[src/rtl/ftfp_pkg.sv]
package ftfp_pkg;

   // fixed field widths
   localparam int NOW_W      = 63;
   localparam int FRAME_W    = 30;
   localparam int RUNS_W     = 4;
   localparam int LERP_W     = 17;
   localparam int WAKE_W     = 63;
   localparam int WIDE_W     = 64;
   localparam int CSR_IDX_W  = 3;
   localparam int CSR_DATA_W = 30;

   // defaults for the top-level parameters
   localparam int TIME_BITS_DEF     = 64;
   localparam int FRACTION_BITS_DEF = 16;

   // register indexes
   localparam logic [CSR_IDX_W-1:0] CSR_SIM_FRAME   = CSR_IDX_W'(0);
   localparam logic [CSR_IDX_W-1:0] CSR_DISP_FRAME  = CSR_IDX_W'(1);
   localparam logic [CSR_IDX_W-1:0] CSR_CATCH_UP    = CSR_IDX_W'(2);
   localparam logic [CSR_IDX_W-1:0] CSR_DISP_CAPPED = CSR_IDX_W'(3);
   localparam logic [CSR_IDX_W-1:0] CSR_BENCHMARK   = CSR_IDX_W'(4);
   localparam logic [CSR_IDX_W-1:0] CSR_SINGLE_STEP = CSR_IDX_W'(5);

   // register reset values
   localparam logic [FRAME_W-1:0] SIM_FRAME_RST  = FRAME_W'(28571428);
   localparam logic [FRAME_W-1:0] DISP_FRAME_RST = FRAME_W'(28571428);
   localparam logic [RUNS_W-1:0]  CATCH_UP_RST   = RUNS_W'(4);

   typedef struct packed {
      logic [FRAME_W-1:0] sim_frame;
      logic [FRAME_W-1:0] disp_frame;
      logic [FRAME_W-1:0] sim_eff;
      logic [FRAME_W-1:0] disp_eff;
      logic [RUNS_W-1:0]  catch_up;
      logic               display_capped;
      logic               benchmark;
      logic               single_step;
   } cfg_type;

   typedef struct packed {
      logic              done;
      logic              quo_big;
      logic [RUNS_W-1:0] quo_low;
   } div_status_type;

   typedef enum logic [2:0] {
      ST_IDLE,
      ST_ELAPSE,
      ST_ACCUM,
      ST_DISP,
      ST_DIV,
      ST_SETTLE,
      ST_WAKE,
      ST_FINISH
   } state_type;

endpackage

[src/rtl/ftfp_intf.sv]
interface ftfp_req_if;
   logic                        valid;
   logic                        ready;
   logic [ftfp_pkg::NOW_W-1:0]  now_ns;

   modport source (output valid, output now_ns, input ready);
   modport sink   (input valid, input now_ns, output ready);
endinterface

interface ftfp_rsp_if;
   logic                         valid;
   logic                         ready;
   logic [ftfp_pkg::RUNS_W-1:0]  sim_runs;
   logic                         display_run;
   logic [ftfp_pkg::LERP_W-1:0]  lerp_fraction;
   logic [ftfp_pkg::WAKE_W-1:0]  wake_time_ns;

   modport source (output valid, output sim_runs, output display_run,
                   output lerp_fraction, output wake_time_ns, input ready);
   modport sink   (input valid, input sim_runs, input display_run,
                   input lerp_fraction, input wake_time_ns, output ready);
endinterface

[src/rtl/ftfp_csr.sv]
module ftfp_csr (
   input  logic                                clock,
   input  logic                                reset,
   input  logic                                csr_we,
   input  logic [ftfp_pkg::CSR_IDX_W-1:0]      csr_index,
   input  logic [ftfp_pkg::CSR_DATA_W-1:0]     csr_wdata,
   output ftfp_pkg::cfg_type                   cfg
);

   logic [ftfp_pkg::FRAME_W-1:0] sim_frame_ff, sim_frame_in;
   logic [ftfp_pkg::FRAME_W-1:0] disp_frame_ff, disp_frame_in;
   logic [ftfp_pkg::RUNS_W-1:0]  catch_up_ff, catch_up_in;
   logic                         disp_capped_ff, disp_capped_in;
   logic                         benchmark_ff, benchmark_in;
   logic                         single_step_ff, single_step_in;

   always_comb begin
      sim_frame_in   = sim_frame_ff;
      disp_frame_in  = disp_frame_ff;
      catch_up_in    = catch_up_ff;
      disp_capped_in = disp_capped_ff;
      benchmark_in   = benchmark_ff;
      single_step_in = single_step_ff;
      if (csr_we) begin
         unique case (csr_index)
            ftfp_pkg::CSR_SIM_FRAME:   sim_frame_in   = csr_wdata[ftfp_pkg::FRAME_W-1:0];
            ftfp_pkg::CSR_DISP_FRAME:  disp_frame_in  = csr_wdata[ftfp_pkg::FRAME_W-1:0];
            ftfp_pkg::CSR_CATCH_UP:    catch_up_in    = csr_wdata[ftfp_pkg::RUNS_W-1:0];
            ftfp_pkg::CSR_DISP_CAPPED: disp_capped_in = csr_wdata[0];
            ftfp_pkg::CSR_BENCHMARK:   benchmark_in   = csr_wdata[0];
            ftfp_pkg::CSR_SINGLE_STEP: single_step_in = csr_wdata[0];
            default: ;
         endcase
      end
   end

   always_ff @(posedge clock) begin
      if (reset) begin
         sim_frame_ff   <= ftfp_pkg::SIM_FRAME_RST;
         disp_frame_ff  <= ftfp_pkg::DISP_FRAME_RST;
         catch_up_ff    <= ftfp_pkg::CATCH_UP_RST;
         disp_capped_ff <= 1'b1;
         benchmark_ff   <= 1'b0;
         single_step_ff <= 1'b0;
      end else begin
         sim_frame_ff   <= sim_frame_in;
         disp_frame_ff  <= disp_frame_in;
         catch_up_ff    <= catch_up_in;
         disp_capped_ff <= disp_capped_in;
         benchmark_ff   <= benchmark_in;
         single_step_ff <= single_step_in;
      end
   end

   // a zero frame duration acts as one nanosecond
   always_comb begin
      cfg.sim_frame      = sim_frame_ff;
      cfg.disp_frame     = disp_frame_ff;
      cfg.sim_eff        = (sim_frame_ff == '0) ? ftfp_pkg::FRAME_W'(1) : sim_frame_ff;
      cfg.disp_eff       = (disp_frame_ff == '0) ? ftfp_pkg::FRAME_W'(1) : disp_frame_ff;
      cfg.catch_up       = catch_up_ff;
      cfg.display_capped = disp_capped_ff;
      cfg.benchmark      = benchmark_ff;
      cfg.single_step    = single_step_ff;
   end

endmodule

[src/rtl/ftfp_div.sv]
module ftfp_div #(
   parameter int TIME_BITS     = ftfp_pkg::TIME_BITS_DEF,
   parameter int FRACTION_BITS = ftfp_pkg::FRACTION_BITS_DEF
) (
   input  logic                               clock,
   input  logic                               reset,
   input  logic                               start,
   input  logic [TIME_BITS-1:0]               dividend,
   input  logic [ftfp_pkg::FRAME_W-1:0]       divisor,
   output ftfp_pkg::div_status_type           status,
   output logic [FRACTION_BITS-1:0]           frac,
   output logic [ftfp_pkg::FRAME_W-1:0]       rem
);

   // restoring division of dividend * 2^FRACTION_BITS, one quotient bit per cycle
   localparam int STEPS = TIME_BITS + FRACTION_BITS;
   localparam int CNT_W = $clog2(STEPS + 1);

   logic                          busy_ff, busy_in;
   logic                          done_ff, done_in;
   logic [CNT_W-1:0]              cnt_ff, cnt_in;
   logic [TIME_BITS-1:0]          dvd_ff, dvd_in;
   logic [ftfp_pkg::FRAME_W-1:0]  rem_ff, rem_in;
   logic [ftfp_pkg::FRAME_W-1:0]  mod_ff, mod_in;
   logic [ftfp_pkg::RUNS_W-1:0]   qlo_ff, qlo_in;
   logic                          qbig_ff, qbig_in;
   logic [FRACTION_BITS-1:0]      frac_ff, frac_in;

   logic [ftfp_pkg::FRAME_W:0]    trial;
   logic [ftfp_pkg::FRAME_W:0]    diff;
   logic                          take;

   assign trial = {rem_ff, dvd_ff[TIME_BITS-1]};
   assign diff  = trial - {1'b0, divisor};
   assign take  = (trial >= {1'b0, divisor});

   always_comb begin
      busy_in = busy_ff;
      done_in = 1'b0;
      cnt_in  = cnt_ff;
      dvd_in  = dvd_ff;
      rem_in  = rem_ff;
      mod_in  = mod_ff;
      qlo_in  = qlo_ff;
      qbig_in = qbig_ff;
      frac_in = frac_ff;
      if (start) begin
         busy_in = 1'b1;
         cnt_in  = CNT_W'(STEPS);
         dvd_in  = dividend;
         rem_in  = '0;
         qlo_in  = '0;
         qbig_in = 1'b0;
      end else if (busy_ff) begin
         dvd_in  = {dvd_ff[TIME_BITS-2:0], 1'b0};
         rem_in  = take ? diff[ftfp_pkg::FRAME_W-1:0] : trial[ftfp_pkg::FRAME_W-1:0];
         frac_in = {frac_ff[FRACTION_BITS-2:0], take};
         // integer quotient only needs to be known up to 15; anything above is "big"
         if (cnt_ff > CNT_W'(FRACTION_BITS)) begin
            qbig_in = qbig_ff | qlo_ff[ftfp_pkg::RUNS_W-1];
            qlo_in  = {qlo_ff[ftfp_pkg::RUNS_W-2:0], take};
         end
         // dividend mod divisor, taken before the fraction bits are developed
         if (cnt_ff == CNT_W'(FRACTION_BITS + 1))
            mod_in = rem_in;
         cnt_in = cnt_ff - CNT_W'(1);
         if (cnt_ff == CNT_W'(1)) begin
            busy_in = 1'b0;
            done_in = 1'b1;
         end
      end
   end

   always_ff @(posedge clock) begin
      if (reset) begin
         busy_ff <= 1'b0;
         done_ff <= 1'b0;
         cnt_ff  <= '0;
      end else begin
         busy_ff <= busy_in;
         done_ff <= done_in;
         cnt_ff  <= cnt_in;
      end
   end

   always_ff @(posedge clock) begin
      dvd_ff  <= dvd_in;
      rem_ff  <= rem_in;
      mod_ff  <= mod_in;
      qlo_ff  <= qlo_in;
      qbig_ff <= qbig_in;
      frac_ff <= frac_in;
   end

   assign status.done    = done_ff;
   assign status.quo_big = qbig_ff;
   assign status.quo_low = qlo_ff;
   assign frac           = frac_ff;
   assign rem            = mod_ff;

endmodule

[src/rtl/fixed_timestep_frame_pacer.sv]
// Channel   Dir  Handshake          Payload
// req_ch    in   valid/ready        now_ns
// rsp_ch    out  valid/ready        sim_runs, display_run, lerp_fraction, wake_time_ns
// csr_*     in   csr_we, no stall   csr_index, csr_wdata
//
// Requests are accepted only in the idle state, so the next request waits until
// the previous result is loaded into the output register; the serial divider
// produces one quotient bit per cycle.
// Reset restores the control and CSR registers and unprimes the accumulators.
// A finished result waits in the output register; the next request is taken
// meanwhile, and only a second finished result stalls until rsp_ch.ready.
module fixed_timestep_frame_pacer #(
   parameter int TIME_BITS     = ftfp_pkg::TIME_BITS_DEF,
   parameter int FRACTION_BITS = ftfp_pkg::FRACTION_BITS_DEF
) (
   input  logic                              clock,
   input  logic                              reset,
   ftfp_req_if.sink                          req_ch,
   ftfp_rsp_if.source                        rsp_ch,
   input  logic                              csr_we,
   input  logic [ftfp_pkg::CSR_IDX_W-1:0]    csr_index,
   input  logic [ftfp_pkg::CSR_DATA_W-1:0]   csr_wdata
);

   localparam int NOW_W  = ftfp_pkg::NOW_W;
   localparam int WIDE_W = ftfp_pkg::WIDE_W;
   localparam int WAKE_W = ftfp_pkg::WAKE_W;
   localparam int RUNS_W = ftfp_pkg::RUNS_W;
   localparam int LERP_W = ftfp_pkg::LERP_W;
   localparam int PROD_W = ftfp_pkg::RUNS_W + ftfp_pkg::FRAME_W;
   localparam int SUM_W  = ((TIME_BITS > NOW_W) ? TIME_BITS : NOW_W) + 1;

   ftfp_pkg::cfg_type                cfg;
   ftfp_pkg::div_status_type         div_st;
   logic [FRACTION_BITS-1:0]         div_frac;
   logic [ftfp_pkg::FRAME_W-1:0]     div_rem;

   ftfp_pkg::state_type              state_ff, state_in;
   logic                             primed_ff, primed_in;
   logic                             rsp_valid_ff, rsp_valid_in;

   logic [NOW_W-1:0]                 now_ff, now_in;
   logic [NOW_W-1:0]                 last_ff, last_in;
   logic [NOW_W-1:0]                 elapsed_ff, elapsed_in;
   logic [TIME_BITS-1:0]             sim_acc_ff, sim_acc_in;
   logic [TIME_BITS-1:0]             disp_acc_ff, disp_acc_in;
   logic [PROD_W-1:0]                prod_ff, prod_in;
   logic [WIDE_W-1:0]                sim_tgt_ff, sim_tgt_in;
   logic [WIDE_W-1:0]                disp_tgt_ff, disp_tgt_in;
   logic [WAKE_W-1:0]                sim_wake_ff, sim_wake_in;
   logic [WAKE_W-1:0]                disp_wake_ff, disp_wake_in;
   logic [RUNS_W-1:0]                runs_ff, runs_in;
   logic                             disp_run_ff, disp_run_in;
   logic [RUNS_W-1:0]                rsp_runs_ff, rsp_runs_in;
   logic                             rsp_disp_ff, rsp_disp_in;
   logic [LERP_W-1:0]                rsp_lerp_ff, rsp_lerp_in;
   logic [WAKE_W-1:0]                rsp_wake_ff, rsp_wake_in;

   logic                             req_ready;
   logic                             div_start;
   logic                             rsp_load;

   logic                             sim_capped;
   logic                             disp_capped;
   logic                             quo_ge;
   logic                             lerp_one;
   logic [SUM_W-1:0]                 sim_sum, disp_sum;
   logic [TIME_BITS-1:0]             sim_sat, disp_sat;
   logic [FRACTION_BITS:0]           lerp_full;
   logic [FRACTION_BITS+LERP_W:0]    lerp_ext;
   logic [WAKE_W-1:0]                wake_min;

   ftfp_csr u_csr (
      .clock     (clock),
      .reset     (reset),
      .csr_we    (csr_we),
      .csr_index (csr_index),
      .csr_wdata (csr_wdata),
      .cfg       (cfg)
   );

   ftfp_div #(
      .TIME_BITS     (TIME_BITS),
      .FRACTION_BITS (FRACTION_BITS)
   ) u_div (
      .clock    (clock),
      .reset    (reset),
      .start    (div_start),
      .dividend (sim_acc_ff),
      .divisor  (cfg.sim_eff),
      .status   (div_st),
      .frac     (div_frac),
      .rem      (div_rem)
   );

   // target - accum, zero when already due, clamped to the output range
   function automatic logic [WAKE_W-1:0] next_wake(input logic [WIDE_W-1:0]    target,
                                                   input logic [TIME_BITS-1:0] acc);
      logic [WIDE_W-1:0] acc_w;
      logic [WIDE_W-1:0] diff;
      acc_w = WIDE_W'(acc);
      diff  = target - acc_w;
      if (acc_w >= target)
         next_wake = '0;
      else if (diff[WIDE_W-1])
         next_wake = '1;
      else
         next_wake = diff[WAKE_W-1:0];
   endfunction

   assign sim_capped  = !cfg.benchmark;
   assign disp_capped = !cfg.benchmark && cfg.display_capped;
   assign quo_ge      = div_st.quo_big || (div_st.quo_low >= cfg.catch_up);

   assign sim_sum  = SUM_W'(sim_acc_ff) + SUM_W'(elapsed_ff);
   assign disp_sum = SUM_W'(disp_acc_ff) + SUM_W'(elapsed_ff);
   assign sim_sat  = (sim_sum[SUM_W-1:TIME_BITS] != '0) ? '1 : sim_sum[TIME_BITS-1:0];
   assign disp_sat = (disp_sum[SUM_W-1:TIME_BITS] != '0) ? '1 : disp_sum[TIME_BITS-1:0];

   assign lerp_one  = cfg.benchmark || cfg.single_step ||
                      (cfg.display_capped && (cfg.sim_frame == cfg.disp_frame));
   assign lerp_full = lerp_one ? {1'b1, {FRACTION_BITS{1'b0}}} : {1'b0, div_frac};
   assign lerp_ext  = {{LERP_W{1'b0}}, lerp_full};
   assign wake_min  = (sim_wake_ff < disp_wake_ff) ? sim_wake_ff : disp_wake_ff;

   // next state
   always_comb begin
      state_in = state_ff;
      unique case (state_ff)
         ftfp_pkg::ST_IDLE:   if (req_ch.valid) state_in = ftfp_pkg::ST_ELAPSE;
         ftfp_pkg::ST_ELAPSE: state_in = ftfp_pkg::ST_ACCUM;
         ftfp_pkg::ST_ACCUM:  state_in = ftfp_pkg::ST_DISP;
         ftfp_pkg::ST_DISP:   state_in = ftfp_pkg::ST_DIV;
         ftfp_pkg::ST_DIV:    if (div_st.done) state_in = ftfp_pkg::ST_SETTLE;
         ftfp_pkg::ST_SETTLE: state_in = ftfp_pkg::ST_WAKE;
         ftfp_pkg::ST_WAKE:   state_in = ftfp_pkg::ST_FINISH;
         ftfp_pkg::ST_FINISH: if (rsp_load) state_in = ftfp_pkg::ST_IDLE;
         default:             state_in = ftfp_pkg::ST_IDLE;
      endcase
   end

   // control outputs
   always_comb begin
      req_ready = 1'b0;
      div_start = 1'b0;
      rsp_load  = 1'b0;
      unique case (state_ff)
         ftfp_pkg::ST_IDLE:   req_ready = 1'b1;
         ftfp_pkg::ST_DISP:   div_start = 1'b1;
         ftfp_pkg::ST_FINISH: rsp_load  = !rsp_valid_ff || rsp_ch.ready;
         default: ;
      endcase
   end

   // datapath
   always_comb begin
      primed_in    = primed_ff;
      rsp_valid_in = rsp_valid_ff && !rsp_ch.ready;
      now_in       = now_ff;
      last_in      = last_ff;
      elapsed_in   = elapsed_ff;
      sim_acc_in   = sim_acc_ff;
      disp_acc_in  = disp_acc_ff;
      prod_in      = prod_ff;
      sim_tgt_in   = sim_tgt_ff;
      disp_tgt_in  = disp_tgt_ff;
      sim_wake_in  = sim_wake_ff;
      disp_wake_in = disp_wake_ff;
      runs_in      = runs_ff;
      disp_run_in  = disp_run_ff;
      rsp_runs_in  = rsp_runs_ff;
      rsp_disp_in  = rsp_disp_ff;
      rsp_lerp_in  = rsp_lerp_ff;
      rsp_wake_in  = rsp_wake_ff;
      unique case (state_ff)
         ftfp_pkg::ST_IDLE: begin
            if (req_ready && req_ch.valid) begin
               now_in  = req_ch.now_ns;
               prod_in = PROD_W'(cfg.catch_up) * PROD_W'(cfg.sim_eff);
               // first request: one frame in each accumulator, zero elapsed
               if (!primed_ff) begin
                  primed_in   = 1'b1;
                  sim_acc_in  = TIME_BITS'(cfg.sim_eff);
                  disp_acc_in = TIME_BITS'(cfg.disp_eff);
                  last_in     = req_ch.now_ns;
               end
            end
         end
         ftfp_pkg::ST_ELAPSE: begin
            elapsed_in  = (now_ff >= last_ff) ? (now_ff - last_ff) : '0;
            last_in     = now_ff;
            sim_tgt_in  = WIDE_W'(now_ff) + WIDE_W'(cfg.sim_eff);
            disp_tgt_in = WIDE_W'(now_ff) + WIDE_W'(cfg.disp_eff);
         end
         ftfp_pkg::ST_ACCUM: begin
            sim_acc_in  = sim_capped ? sim_sat : TIME_BITS'(cfg.sim_eff);
            disp_acc_in = disp_capped ? disp_sat : TIME_BITS'(cfg.disp_eff);
         end
         ftfp_pkg::ST_DISP: begin
            disp_run_in = 1'b1;
            if (disp_capped) begin
               if (disp_acc_ff >= TIME_BITS'(cfg.disp_eff))
                  disp_acc_in = disp_acc_ff - TIME_BITS'(cfg.disp_eff);
               else
                  disp_run_in = 1'b0;
            end
         end
         ftfp_pkg::ST_DIV: ;
         ftfp_pkg::ST_SETTLE: begin
            if (sim_capped) begin
               // at the catch-up limit the excess frames stay in the accumulator
               if (quo_ge) begin
                  sim_acc_in = sim_acc_ff - TIME_BITS'(prod_ff);
                  runs_in    = cfg.catch_up;
               end else begin
                  sim_acc_in = TIME_BITS'(div_rem);
                  runs_in    = div_st.quo_low;
               end
            end else begin
               runs_in = RUNS_W'(1);
            end
         end
         ftfp_pkg::ST_WAKE: begin
            sim_wake_in  = sim_capped ? next_wake(sim_tgt_ff, sim_acc_ff) : now_ff;
            disp_wake_in = disp_capped ? next_wake(disp_tgt_ff, disp_acc_ff) : now_ff;
         end
         ftfp_pkg::ST_FINISH: begin
            if (rsp_load) begin
               rsp_valid_in = 1'b1;
               rsp_runs_in  = runs_ff;
               rsp_disp_in  = disp_run_ff;
               rsp_lerp_in  = lerp_ext[LERP_W-1:0];
               rsp_wake_in  = wake_min;
            end
         end
         default: ;
      endcase
   end

   always_ff @(posedge clock) begin
      if (reset) begin
         state_ff     <= ftfp_pkg::ST_IDLE;
         primed_ff    <= 1'b0;
         rsp_valid_ff <= 1'b0;
      end else begin
         state_ff     <= state_in;
         primed_ff    <= primed_in;
         rsp_valid_ff <= rsp_valid_in;
      end
   end

   always_ff @(posedge clock) begin
      now_ff       <= now_in;
      last_ff      <= last_in;
      elapsed_ff   <= elapsed_in;
      sim_acc_ff   <= sim_acc_in;
      disp_acc_ff  <= disp_acc_in;
      prod_ff      <= prod_in;
      sim_tgt_ff   <= sim_tgt_in;
      disp_tgt_ff  <= disp_tgt_in;
      sim_wake_ff  <= sim_wake_in;
      disp_wake_ff <= disp_wake_in;
      runs_ff      <= runs_in;
      disp_run_ff  <= disp_run_in;
      rsp_runs_ff  <= rsp_runs_in;
      rsp_disp_ff  <= rsp_disp_in;
      rsp_lerp_ff  <= rsp_lerp_in;
      rsp_wake_ff  <= rsp_wake_in;
   end

   assign req_ch.ready         = req_ready;
   assign rsp_ch.valid         = rsp_valid_ff;
   assign rsp_ch.sim_runs      = rsp_runs_ff;
   assign rsp_ch.display_run   = rsp_disp_ff;
   assign rsp_ch.lerp_fraction = rsp_lerp_ff;
   assign rsp_ch.wake_time_ns  = rsp_wake_ff;

   a_div_done_in_div: assert property (@(posedge clock) disable iff (reset)
      div_st.done |-> state_ff == ftfp_pkg::ST_DIV)
      else $error("divider finished outside the divide state");

   a_runs_within_limit: assert property (@(posedge clock) disable iff (reset)
      (state_ff == ftfp_pkg::ST_WAKE) && sim_capped |-> runs_ff <= cfg.catch_up)
      else $error("simulation runs exceed the catch-up limit");

   a_remainder_below_frame: assert property (@(posedge clock) disable iff (reset)
      (state_ff == ftfp_pkg::ST_WAKE) && sim_capped && (runs_ff < cfg.catch_up)
      |-> sim_acc_ff < TIME_BITS'(cfg.sim_eff))
      else $error("simulation accumulator holds a whole frame below the limit");

   a_result_from_finish: assert property (@(posedge clock) disable iff (reset)
      $rose(rsp_valid_ff) |-> $past(state_ff) == ftfp_pkg::ST_FINISH)
      else $error("result raised outside the finish state");

endmodule
[src/flat_wrapper.sv]
// flat-port wrapper written by rule: the top's interface ports become plain ports
module fixed_timestep_frame_pacer_flat 
#(
   parameter int TIME_BITS     = ftfp_pkg::TIME_BITS_DEF,
   parameter int FRACTION_BITS = ftfp_pkg::FRACTION_BITS_DEF
)
  (clock, reset, csr_we, csr_index, csr_wdata, req_ch_valid, req_ch_now_ns, req_ch_ready, rsp_ch_valid, rsp_ch_sim_runs, rsp_ch_display_run, rsp_ch_lerp_fraction, rsp_ch_wake_time_ns, rsp_ch_ready);
  ftfp_req_if req_ch_i ();
  ftfp_rsp_if rsp_ch_i ();
  input  logic clock;
  input  logic reset;
  input  logic csr_we;
  input  logic [ftfp_pkg::CSR_IDX_W-1:0] csr_index;
  input  logic [ftfp_pkg::CSR_DATA_W-1:0] csr_wdata;
  input wire logic [$bits(req_ch_i.valid)-1:0] req_ch_valid;
  input wire logic [$bits(req_ch_i.now_ns)-1:0] req_ch_now_ns;
  output wire logic [$bits(req_ch_i.ready)-1:0] req_ch_ready;
  output wire logic [$bits(rsp_ch_i.valid)-1:0] rsp_ch_valid;
  output wire logic [$bits(rsp_ch_i.sim_runs)-1:0] rsp_ch_sim_runs;
  output wire logic [$bits(rsp_ch_i.display_run)-1:0] rsp_ch_display_run;
  output wire logic [$bits(rsp_ch_i.lerp_fraction)-1:0] rsp_ch_lerp_fraction;
  output wire logic [$bits(rsp_ch_i.wake_time_ns)-1:0] rsp_ch_wake_time_ns;
  input wire logic [$bits(rsp_ch_i.ready)-1:0] rsp_ch_ready;
  assign req_ch_i.valid = req_ch_valid;
  assign req_ch_i.now_ns = req_ch_now_ns;
  assign req_ch_ready = req_ch_i.ready;
  assign rsp_ch_valid = rsp_ch_i.valid;
  assign rsp_ch_sim_runs = rsp_ch_i.sim_runs;
  assign rsp_ch_display_run = rsp_ch_i.display_run;
  assign rsp_ch_lerp_fraction = rsp_ch_i.lerp_fraction;
  assign rsp_ch_wake_time_ns = rsp_ch_i.wake_time_ns;
  assign rsp_ch_i.ready = rsp_ch_ready;
  fixed_timestep_frame_pacer #(.TIME_BITS(TIME_BITS), .FRACTION_BITS(FRACTION_BITS)) u_core (.clock(clock), .reset(reset), .req_ch(req_ch_i), .rsp_ch(rsp_ch_i), .csr_we(csr_we), .csr_index(csr_index), .csr_wdata(csr_wdata));
endmodule
[config.mk]
export PLATFORM = sky130hd
export DESIGN_NAME = fixed_timestep_frame_pacer_flat
export DESIGN_NICKNAME = d
export VERILOG_FILES = /design/src/rtl/ftfp_pkg.sv /design/src/rtl/ftfp_intf.sv /design/src/rtl/ftfp_csr.sv /design/src/rtl/ftfp_div.sv /design/src/rtl/fixed_timestep_frame_pacer.sv /design/src/flat_wrapper.sv
export SDC_FILE = /design/constraint.sdc
export NUM_CORES = 2
export LEC_CHECK = 0
export BUFFER_PORTS_ARGS = -buffer_cell sky130_fd_sc_hd__buf_2
export CORE_UTILIZATION = 45
export DETAILED_ROUTE_END_ITERATION = 10
export GPL_ROUTABILITY_DRIVEN = 0
export GPL_TIMING_DRIVEN = 0
export SETUP_SLACK_MARGIN = 0.02
export SYNTH_ARGS = -nofsm -noshare
export SYNTH_HDL_FRONTEND = slang
export SYNTH_SLANG_ARGS = --single-unit
export TNS_END_PERCENT = 50
[constraint.sdc]
create_clock -name clock -period 11.86 [get_ports clock]
set_clock_uncertainty 0.05 [all_clocks]
set_input_delay 2.372 -clock clock [delete_from_list [all_inputs] [get_ports clock]]
set_output_delay 2.372 -clock clock [all_outputs]
set_load 0.02 [all_outputs]
# Word-level counts from Yosys, hierarchy flattened
# Cells that the tools add are included.
[op_classes]
add_sub_neg = 11
mul = 1
n_div = 0
n_lt_le_gt_ge = 8
n_eq_ne = 23
shifts = 0
n_mux = 47
bitwise = 3
n_reduce_logical = 36
[op_table]
columns = ["cell", "count"]
rows = [
  ["2-to-1 mux 64 bit", 14],
  ["2-to-1 mux 63 bit", 9],
  ["case mux 64 bit (3 select lines)", 2],
  ["adder 64 x 63 -> 65 bit", 2],
  ["adder 63 x 30 -> 64 bit", 2],
  [">= comparator 64 bit", 2],
  ["subtractor 64 bit", 2],
  ["case mux 63 bit (2 select lines)", 1],
  ["2-to-1 mux 30 bit", 3],
  [">= comparator 64 x 30 -> 1 bit", 1],
  ["subtractor 64 x 30 -> 64 bit", 1],
  ["subtractor 64 x 34 -> 64 bit", 1],
  [">= comparator 63 bit", 1],
  ["less-than comparator 63 bit", 1],
  ["subtractor 63 bit", 1],
  ["zero test 30 bit", 2],
  ["multiplier 4 x 30 -> 34 bit", 1],
  [">= comparator 31 x 30 -> 1 bit", 1],
  ["equality test 30 bit", 1],
  ["subtractor 30 bit", 1],
  ["case mux 3 bit (8 select lines)", 1],
  ["AND reduction 2 bit", 10],
  ["equality test 3 bit, second input constant", 6],
  ["2-to-1 mux 17 bit", 1],
  ["other kinds (26)", 62],
]
[totals]
ff_bits = 921
latchBits = 0
ram_bits = 0
rom_bits = 0
n_memories = 0

# Longest topological paths before layout
[logic_depth]
depth_word = 6
ltp_mapped = 22

# Modules after synthesis
# A second synthesis with hierarchy kept.
[hier_totals]
hier_cells = 7916
hier_area_um2 = 71783.8
[by_module_without_submodules]
columns = ["module", "n_inst", "cells_each", "area_per_inst_um2", "seq_area_each_um2"]
rows = [
  ["fixed_timestep_frame_pacer", 1, 6846, 60889.6, 20970.1],
  ["ftfp_div", 1, 697, 8052.7, 4184.0],
  ["ftfp_csr", 1, 373, 2841.5, 1341.3],
]

# Least setup slack after synthesis
# No wires, ideal clock.
[synth_timing]
kind = "flip-flop to flip-flop"
from = "reg u_core.state_ff[0]"
to = "reg u_core.disp_wake_ff[0], enable pin"
t_arrival_ns = 9.878
t_required_ns = 11.018
setup_slack_ns = 1.141
path_stages_with_launch = 4
path_buffers = 2
path_cell_list = "dfxtp_1 -> clkbuf_1 -> clkbuf_1 -> nor3b_1"
[synth_via]
elab_chain_len = 1
[synth_lines]
columns = ["item", "line_no", "source"]
rows = [
  ["start, declared", "fixed_timestep_frame_pacer.sv:38", "ftfp_pkg::state_type state_ff, state_in;"],
  ["start signal, assigned", "fixed_timestep_frame_pacer.sv:242", "state_ff <= ftfp_pkg::ST_IDLE;"],
  ["start signal, assigned", "fixed_timestep_frame_pacer.sv:246", "state_ff <= state_in;"],
  ["equality test 3 bit", "fixed_timestep_frame_pacer.sv:175", "unique case (state_ff)"],
  ["end signal, assigned", "fixed_timestep_frame_pacer.sv:262", "disp_wake_ff <= disp_wake_in;"],
  ["end, declared", "fixed_timestep_frame_pacer.sv:51", "logic [WAKE_W-1:0] disp_wake_ff, disp_wake_in;"],
]
# No other way between the ends.
# A chain may end at the register's enable or synchronous reset.

# Final worst setup path
[layout_timing]
from = "reg u_core.u_csr.disp_frame_ff[22] in the netlist's numbering"
to = "reg u_core.disp_acc_ff[58], enable pin"
[layout_via]
elab_chain_len = 5
[layout_lines]
columns = ["item", "line_no", "source"]
rows = [
  ["start, declared", "ftfp_csr.sv:11", "logic [ftfp_pkg::FRAME_W-1:0] disp_frame_ff, disp_frame_in;"],
  ["start signal, assigned", "ftfp_csr.sv:40", "disp_frame_ff <= ftfp_pkg::DISP_FRAME_RST;"],
  ["start signal, assigned", "ftfp_csr.sv:47", "disp_frame_ff <= disp_frame_in;"],
  ["zero test 30 bit", "ftfp_csr.sv:60", "cfg.disp_eff = (disp_frame_ff == '0) ? ftfp_pkg::FRAME_W'(1) : disp_frame_ff;"],
  ["2-to-1 mux 30 bit *", "ftfp_csr.sv:60", ""],
  [">= comparator 64 x 30 -> 1 bit *", "fixed_timestep_frame_pacer.sv:202", "if (disp_acc_ff >= TIME_BITS'(cfg.disp_eff))"],
  ["inequality test 2 x 1 -> 1 bit (no line) *", "n/a", ""],
  ["AND reduction 5 bit (no line) *", "n/a", ""],
  ["end signal, assigned", "fixed_timestep_frame_pacer.sv:257", "disp_acc_ff <= disp_acc_in;"],
  ["end, declared", "fixed_timestep_frame_pacer.sv:46", "logic [TIME_BITS-1:0] disp_acc_ff, disp_acc_in;"],
]
# Every way passes the cells marked *; elsewhere a longest branch is shown, timed or not.

==> flow_summary.ini <==
[final_layout]
seqCellArea_sq_um = 26500
fin_cells = 10329
final.fill_count = 14533
drive_above_1_share_pct = 7.24
syn_to_final_growth_pct = 10.9
multi_input_area_sq_um = 40300
nets = 8935
post-route-util_pct = 50.5

[detailed_routing]
first_iter_violations = 7530
drc = 0
wirelength_um = 254000
drt-wirelength-per-cell_um = 24.5
routed-via-count = 62248
detail-route-antenna-nets = 0
dr.pass1.iters = 6
avgViaCountPerCell = 6.03

[worst_setup_path]
critPathLaunchType = flop
cp_num_buf_inv = 4
max_stage_delay_ns = 0.69
cp-end-kind = flop
cp.required_ns = 12.27
slowest_stage = o21bai_1
critPathMaxFanout = 24
critPathKind = reg -> reg
cp_top_family = compound AO/OA/AOI/OAI gates
critPathArrivalTime_ns = 7.45
cp_cell_sequence = clkbuf_1, nor4_1, nand4_1, o21bai_1, ha_1, inv_1, fa_1, a21o_1, a21o_1, a211oi_1, o21ai_2, a41oi_2, o21ai_2, a221o_1, or3_1, buf_4, nor3_4, nand3_2, o211ai_1, a21oi_4, buf_12

[synthesis]
yosysTopAreaCellShare_pct = 34.3
yosys.area_share.simple_pct = 15.0
synth_xor_area_share_pct = 7.41
syn_area_per_cell_sq_um = 8.97
synth_cells = 7857
synth-compound-area-share_pct = 20.1
syn-num-nets = 8601
syn-cell-area_sq_um = 70500
yosysTopAreaCell = edfxtp_1
synth_top_cells_by_count = nand2_1, edfxtp_1, o21ai_0
synth_edf_count = 805
yosysWarnings = 0
synth_top_family_by_area = compound AO/OA/AOI/OAI gates
ys_seq_elements = 921
synthAdderAreaFrac_pct = 12.1
async_reset_ff_share_pct = 0
yosysMostFrequentCell = nand2_1
seq_area_frac_synth_pct = 37.6
synth_mux_area_share_pct = 2.35
synth.distinct_cells = 92
synth_flop_cell = edfxtp_1
synth_area_leaders = edfxtp_1, ha_1, xnor2_1

[die]
start_util_pct = 45.5
rows = 144
coreArea_sq_um = 155000
dieArea_sq_um = 158000
die_y_um = 398
die_w_um = 398
pin_count = 188

[worst_hold_path]
min-delay-path-class = reg -> reg

[clock_network]
ctsHoldBuffers = 0
numCtsBuffers = 108
postCtsSetupRepairBufs = 0
insertion_delay_ns = 0.74
cts.clk_slew.worst_paths_ns = 0.06
clockRootBuffer = clkbuf_16
cts_tree = yes
cts_buffer_depth = 3
htreeDepth = 3
ctsResizeCount = 0
cts.sinks = 921

[power_and_ir_drop]
p_per_area_nw_per_um2 = 162
power_leakage_nw = 32.4
vdd_drop_max_v = 0.000144
p_total_w = 0.0127

[sta]
hold_violations = 0
period_needed_ns = 7.03
max_freq_mhz = 142
setup_tns_ns = 0
fin_crit_sh_pct = 59.3
setup_viol = 0
hold_ws_ns = 0.368
rsz0062_at_grt = false
drv_slew = 11
slew_headroom_pct = -5.51
worstMarginPinSlew_ns = 1.58

[global_routing]
grt_max_degree = 44
grt_pass1_vias = 58562
grt_overflow = 0
antenna_found_initial = 12
grt_use_total_pct = 31.2
grt_first_pass_wirelength_um = 367000

[placed_design]
numPortBuffers = 185
dp_hpwl_um = 207000
dp.cells = 10124

[status]
violations = capacitance limit, slew limit
outcome = finished, violations left

[run]
cap_violations = 2
## area by class of cell
class / instances / share of cell area [%]
diodes: 3 / 0.00960
plain buffers: 428 / 2.10
clock buffers: 146 / 3.81
clock inverters: 55 / 0.685
inverters: 573 / 2.75
multi-input cells: 5935 / 51.5
flip-flops and latches: 921 / 33.9
well taps: 2044 / 3.27
repair buffers: 224 / 1.97
## state kept, by name, summed over array words and instances (netlist names), 34 cells and up
signal,flops
u_core.u_div.dvd_ff,64
u_core.last_ff,63
u_core.disp_acc_ff,64
u_core.sim_acc_ff,64
u_core.rsp_ch.wake_time_ns,63
u_core.disp_tgt_ff,64
u_core.disp_wake_ff,63
u_core.now_ff,63
u_core.elapsed_ff,63
u_core.prod_ff,34
u_core.sim_wake_ff,63
u_core.sim_tgt_ff,64
## logic make-up after synthesis
| logic type | Yosys count |
|---|---|
| compound gates | 2257 |
| xor+xnor | 595 |
| fa+ha+maj | 643 |
| buf+inv | 1001 |
| flops | 921 |
| mux | 149 |
| simple gates | 2291 |
## where the power goes
group,switching (W),internal [W]
sequential,0.000290,0.00398
combinational,0.00322,0.00182
clock,0.00142,0.00195
total,0.00493,0.00775
## stage by stage
stage | setup slack (ns) | instance area [sq um]
after floorplan | 1.14 | 70500
after global placement | -2.87 | 74000
after detailed placement | 5.08 | 74600
after CTS | 5.03 | 78100
after global routing | 4.63 | 78200
final | 4.83 | 78200
## per-layer routing
metal  wire, um  GRT usage (%)
met5         56              0
met4      14600           16.7
met3      23200           3.62
met2     108000           47.8
met1     107000           43.1
## final timing paths
path | from | to | slack (ns) | depth (start not counted)
setup / recovery | u_core.u_csr.disp_frame_ff[22]$_SDFFE_PP0P_ | u_core.disp_acc_ff[58]$_DFFE_PP_ | 4.83 | 21
setup reg to reg | u_core.u_csr.disp_frame_ff[22]$_SDFFE_PP0P_ | u_core.disp_acc_ff[58]$_DFFE_PP_ | 4.83 | 21
hold / removal | u_core.runs_ff[3]$_SDFFCE_PP0P_ | u_core.rsp_ch.sim_runs[3]$_DFFE_PP_ | 0.37 | 0
hold reg to reg | u_core.runs_ff[3]$_SDFFCE_PP0P_ | u_core.rsp_ch.sim_runs[3]$_DFFE_PP_ | 0.37 | 0
## cell usage in the layout, fill, tap and decap left out, types with 62 or more instances in the layout
master       n
nor3_1     111
inv_1      569
clkbuf_16  113
o21ai_0    608
a21oi_1    589
o211ai_1    74
xnor2_1    389
a21o_1     377
nand4_1    159
edfxtp_1   805
clkbuf_1   423
nand3_1    148
ha_1       577
buf_2      207
dfxtp_1    116
xor2_1     205
nor2b_1     70
fa_1        66
nand2b_1    90
nor2_1     593
a31oi_1     62
nand2_1    828
mux2_2     132
o21bai_1    82
(Power assumes the default switching activity.)
